File: config.mk
export PLATFORM = sky130hd
export DESIGN_NAME = swm_cell
export DESIGN_NICKNAME = d
export VERILOG_FILES = /design/src/rtl/swm_pkg.sv /design/src/rtl/swm_cell.sv
export SDC_FILE = /design/constraint.sdc
export NUM_CORES = 1
export LEC_CHECK = 0
export ABC_AREA = 1
export BUFFER_PORTS_ARGS = -buffer_cell sky130_fd_sc_hd__buf_2
export CORE_AREA = 2 2 97 99
export CTS_CLUSTER_DIAMETER = 120
export DETAILED_ROUTE_END_ITERATION = 8
export DIE_AREA = 0 0 99 101
export PLACE_DENSITY = 0.86
export SETUP_SLACK_MARGIN = 0.1
export SYNTH_ARGS = -nofsm -noshare
export SYNTH_HDL_FRONTEND = slang
export SYNTH_SLANG_ARGS = --single-unit
File: constraint.sdc
create_clock -name clock -period 3 [get_ports clock]
set_clock_uncertainty 0.05 [all_clocks]
set_input_delay 0.45 -clock clock [delete_from_list [all_inputs] [get_ports clock]]
set_output_delay 0.45 -clock clock [all_outputs]
set_load 0.02 [all_outputs]
File: src/rtl/swm_pkg.sv
// ----------------------------------------------------------------------------
// Sliding window median - package
// Field widths, the window size reset value and the control bundle broadcast to the cells.
// ----------------------------------------------------------------------------
package swm_pkg;

   localparam int SAMPLE_W = 32;
   localparam int MEDIAN_W = 33;
   localparam int WSIZE_W  = 7;

   localparam logic [WSIZE_W-1:0] WSIZE_RESET = 7'd3;

   typedef struct packed {
      logic                       load;
      logic                       full;
      logic signed [SAMPLE_W-1:0] sample;
   } swm_ctrl_type;

endpackage

File: src/rtl/swm_cell.sv
// ----------------------------------------------------------------------------
// Sliding window median - sorted cell
// One slot of the sorted window: holds a sample and its ring slot tag, drops
// the leaving sample and opens a gap for the new one in step with neighbors.
// ----------------------------------------------------------------------------
module swm_cell
   import swm_pkg::*;
#(
   parameter int INDEX = 0,
   parameter int CW    = 7,
   parameter int TW    = 6
) (
   input  logic                       clock,
   input  swm_ctrl_type               ctrl,
   input  logic [CW-1:0]              count,
   input  logic [TW-1:0]              old_tag,
   input  logic [TW-1:0]              new_tag,
   input  logic signed [SAMPLE_W-1:0] nxt_value,
   input  logic [TW-1:0]              nxt_tag,
   input  logic                       nxt_gt,
   input  logic signed [SAMPLE_W-1:0] prv_sh_value,
   input  logic [TW-1:0]              prv_sh_tag,
   input  logic                       prv_sh_gt,
   input  logic                       prv_rem,
   output logic signed [SAMPLE_W-1:0] value,
   output logic [TW-1:0]              tag,
   output logic                       gt,
   output logic                       rem,
   output logic signed [SAMPLE_W-1:0] sh_value,
   output logic [TW-1:0]              sh_tag,
   output logic                       sh_gt
);

   logic signed [SAMPLE_W-1:0] value_ff, value_in;
   logic [TW-1:0]              tag_ff, tag_in;
   logic                       occupied;
   logic                       del;

   always_comb begin
      occupied = count > CW'(INDEX);
      gt       = !occupied || (value_ff > ctrl.sample);
      del      = ctrl.full && occupied && (tag_ff == old_tag);
      rem      = prv_rem || del;
      sh_value = rem ? nxt_value : value_ff;
      sh_tag   = rem ? nxt_tag : tag_ff;
      sh_gt    = rem ? nxt_gt : gt;
      if (!sh_gt) begin
         value_in = sh_value;
         tag_in   = sh_tag;
      end else if (!prv_sh_gt) begin
         value_in = ctrl.sample;
         tag_in   = new_tag;
      end else begin
         value_in = prv_sh_value;
         tag_in   = prv_sh_tag;
      end
   end

   always_ff @(posedge clock) begin
      if (ctrl.load) begin
         value_ff <= value_in;
         tag_ff   <= tag_in;
      end
   end

   assign value = value_ff;
   assign tag   = tag_ff;

endmodule

==> results.md <==
* Status: finished clean
* Maxcap violations at 0
* Max Slew Vio Count at 0
* Fraction of synthesized area in multiplexers at 0.02236
* GP Congestion at 0.8023
* Clock buffer depth at 2
* GR Overflow Total at 0
* Post-synth cell types at 26
* Element type at the critical path end: output pin
* Routed Antenna Nets at 0
* CTS buffer count at 5
* Cell Area, Synth at 3526 um^2
* H-tree depth at 2
* Yosys reg bits at 38
* Vias in the first global route at 3785
* Sequential cell area fraction in the yosys report at 0.3236
* Root buffer cell: clkbuf_8
* Max Fanout on Critical Path at 3
* Ys flop type: edfxtp_1
* LEAKAGE at 2.804 nW
* CP Launch Point: value[23]$_DFFE_PP_
* Final core occ at 0.5378
* Async SR Flop Fraction at 0
* Share of cells above drive strength 1 at 0.3365
* DP Area at 4678 um^2
* Core ar. at 8977 um^2
* Worst Hold Slack at 0.4901 ns
* DRC errors left at 0
* Post-synth EDFFs at 38
* Detailed placement HPWL at 8.524 mm
* Non-Filler Instances at 845
* DR pass1 iterations at 5
* Worst VDD drop at 218.5 uV
* WL per Instance at 12.92 um
* RSZ-0062 raised after global routing: no
* I/O Pins at 212
* Synth Area in Adders at 0.1136
* Critical Path AT at 2.20 ns
* Largest family of logic cells by synthesized area: simple AND/OR/NAND/NOR gates
* Layout overhead on the synthesized area at 36.94%
* Antenna diode instance count at 0
* FMAX at 0.3703 GHz
* Clock sink count at 38
* Hold crit path type: input pin to flip-flop
* Cell taking the most area after synthesis: edfxtp_1
* Reg2Reg Launch Point: value[23]$_DFFE_PP_
* Compound-cell area share of the yosys netlist at 0.08836
* Final Hold Vio Count at 0
* Tmin final at 2.700 ns
* Nets at 899
* Via Count at 4095
* Starting Density at 0.3928
* CTS Hold Buffers Added at 0
* CTS tree: yes
* Initial antenna violation count at 0
* Die height at 101 um
* Setup violations, final at 0
* Die Wd at 99 um
* Rows at 35
* Hold path startpoint: nxt_value[24]
* Placed Instances at 834
* Post-Route WL at 10.92 mm
* Slew HR at 0.3901
* Final Cell Area at 4828 um^2
* Synth Area in XOR/XNOR at 0.004968
* Worst setup path class: flip-flop to output pin
* TNS Setup at 0 ns
* First-pass GRT wire length at 17.17 mm
* CTS clock-pin slew for the worst setup and hold paths at 0.08 ns
* Port bufs at 211
* Largest net degree at the start of global routing at 41
* Yosys warns at 0
* Synth Net Count at 694
* Global Route Usage Sum at 0.2084
* Crit path launch type: flip-flop
* Pwr dens at 414.2 nW/um^2
* Die footprint at 9999 um^2
* Vias per cell at 4.846
* Syn Area/Cell at 6.665 um^2
* 1st-iter DRT viols at 156
* Yosys top cell area share at 0.3236
* Largest cells by area after synthesis: edfxtp_1, nand2_1, ha_1
* Synth Area in Simple Gates at 0.3552
* Fin crit share at 0.9001
* Slew @ Worst Pin at 0.9149 ns
* Crit path required time at 2.50 ns
* Post-Syn Instances at 529
* Clk_lat worst skew at 0.29 ns
## path summary, 6_finish.rpt
kind | endpoint | cells past startpoint | slack, ns
worst min-delay path | value[24]$_DFFE_PP_ | 5 | 0.49
worst max-delay path | sh_gt | 13 | 0.30
worst min register to register | value[19]$_DFFE_PP_ | 4 | 0.66
worst max register to register | value[8]$_DFFE_PP_ | 12 | 0.54
## worst max-delay path, cell delays in order (launching register included)
cell,delay (ns)
edfxtp_1,0.43
ha_4,0.30
nand2_1,0.07
nor2_1,0.15
nand4_1,0.15
nor2_2,0.16
nand2_1,0.08
nand2_1,0.06
nand2_1,0.04
nand3_1,0.10
nand3_2,0.09
nand2_2,0.09
inv_1,0.05
buf_2,0.15
## cell usage in the layout, fill, tap and decap left out, drive strengths merged, types with 2 or more instances in the layout
cell type	n
nand2	255
buf	224
inv	49
nand3	42
o21ai	40
edfxtp	38
ha	32
a21oi	15
nor2	11
mux2	7
clkbuf	7
nand4	3
nor3	2
xor2	2
o21a	2
## cell usage after synthesis, types with 3 or more instances
| library cell | instances |
|---|---|
| inv_1 | 48 |
| nand2_1 | 254 |
| a21oi_1 | 15 |
| mux2_2 | 7 |
| edfxtp_1 | 38 |
| nand3_1 | 42 |
| nand4_1 | 3 |
| nor2_1 | 11 |
| buf_2 | 4 |
| buf_6 | 4 |
| o21ai_0 | 39 |
| ha_1 | 32 |
| clkbuf_1 | 14 |
## power by group
part | switching (mW) | internal [mW] | total [mW] | leakage [nW]
logic | 0.581 | 0.348 | 0.929 | 2.39
registers | 0.0540 | 0.682 | 0.736 | 0.380
clock network | 0.175 | 0.160 | 0.335 | 0.0383
## state kept, by name (all words and copies together), names as in the netlist
register	count
tag	6
value	32
## cells by family after synthesis
kind of cell,Yosys count
muxes,7
DFF,38
xor gates and xnor gates,2
AOI/OAI and AO/OA,60
and+or+nand+nor,315
adders and majority gates,32
buffers and inverters,75
## repair_timing
action                     CTS  global route
resized for setup            0             8
setup buffers                0             4
setup endpoints to repair    0             1
## metal layers
layer | up-vias | global-route usage | wire length, um
met1 | 1798 | 0.2545 | 4588
met5 | - | 0 | 0
li1 | 2119 | - | -
met3 | 8 | 0.03953 | 789
met4 | 0 | 0.04531 | 76
met2 | 170 | 0.3810 | 5461
## stage by stage
stage | setup WS [ns] | power (mW)
2_1_floorplan | 0.4300 | 1.321
3_3_place_gp | 0.3766 | 1.632
3_5_place_dp | 0.3482 | 1.653
4_1_cts | 0.1713 | 1.996
5_1_grt | 0.1133 | 2.146
6_report | 0.2998 | 2.000
## cell type report
cell class                      count  area, um^2
Timing Repair Buffer              224        1179
Multi-Input combinational cell    416        2110
Inverter                           49       183.9
Clock buffer                        7       76.32
Fill cell                         874        4149
Sequential cell                    38        1141
Tap cell                          111       138.9
Power figures use the tool's default switching activity.
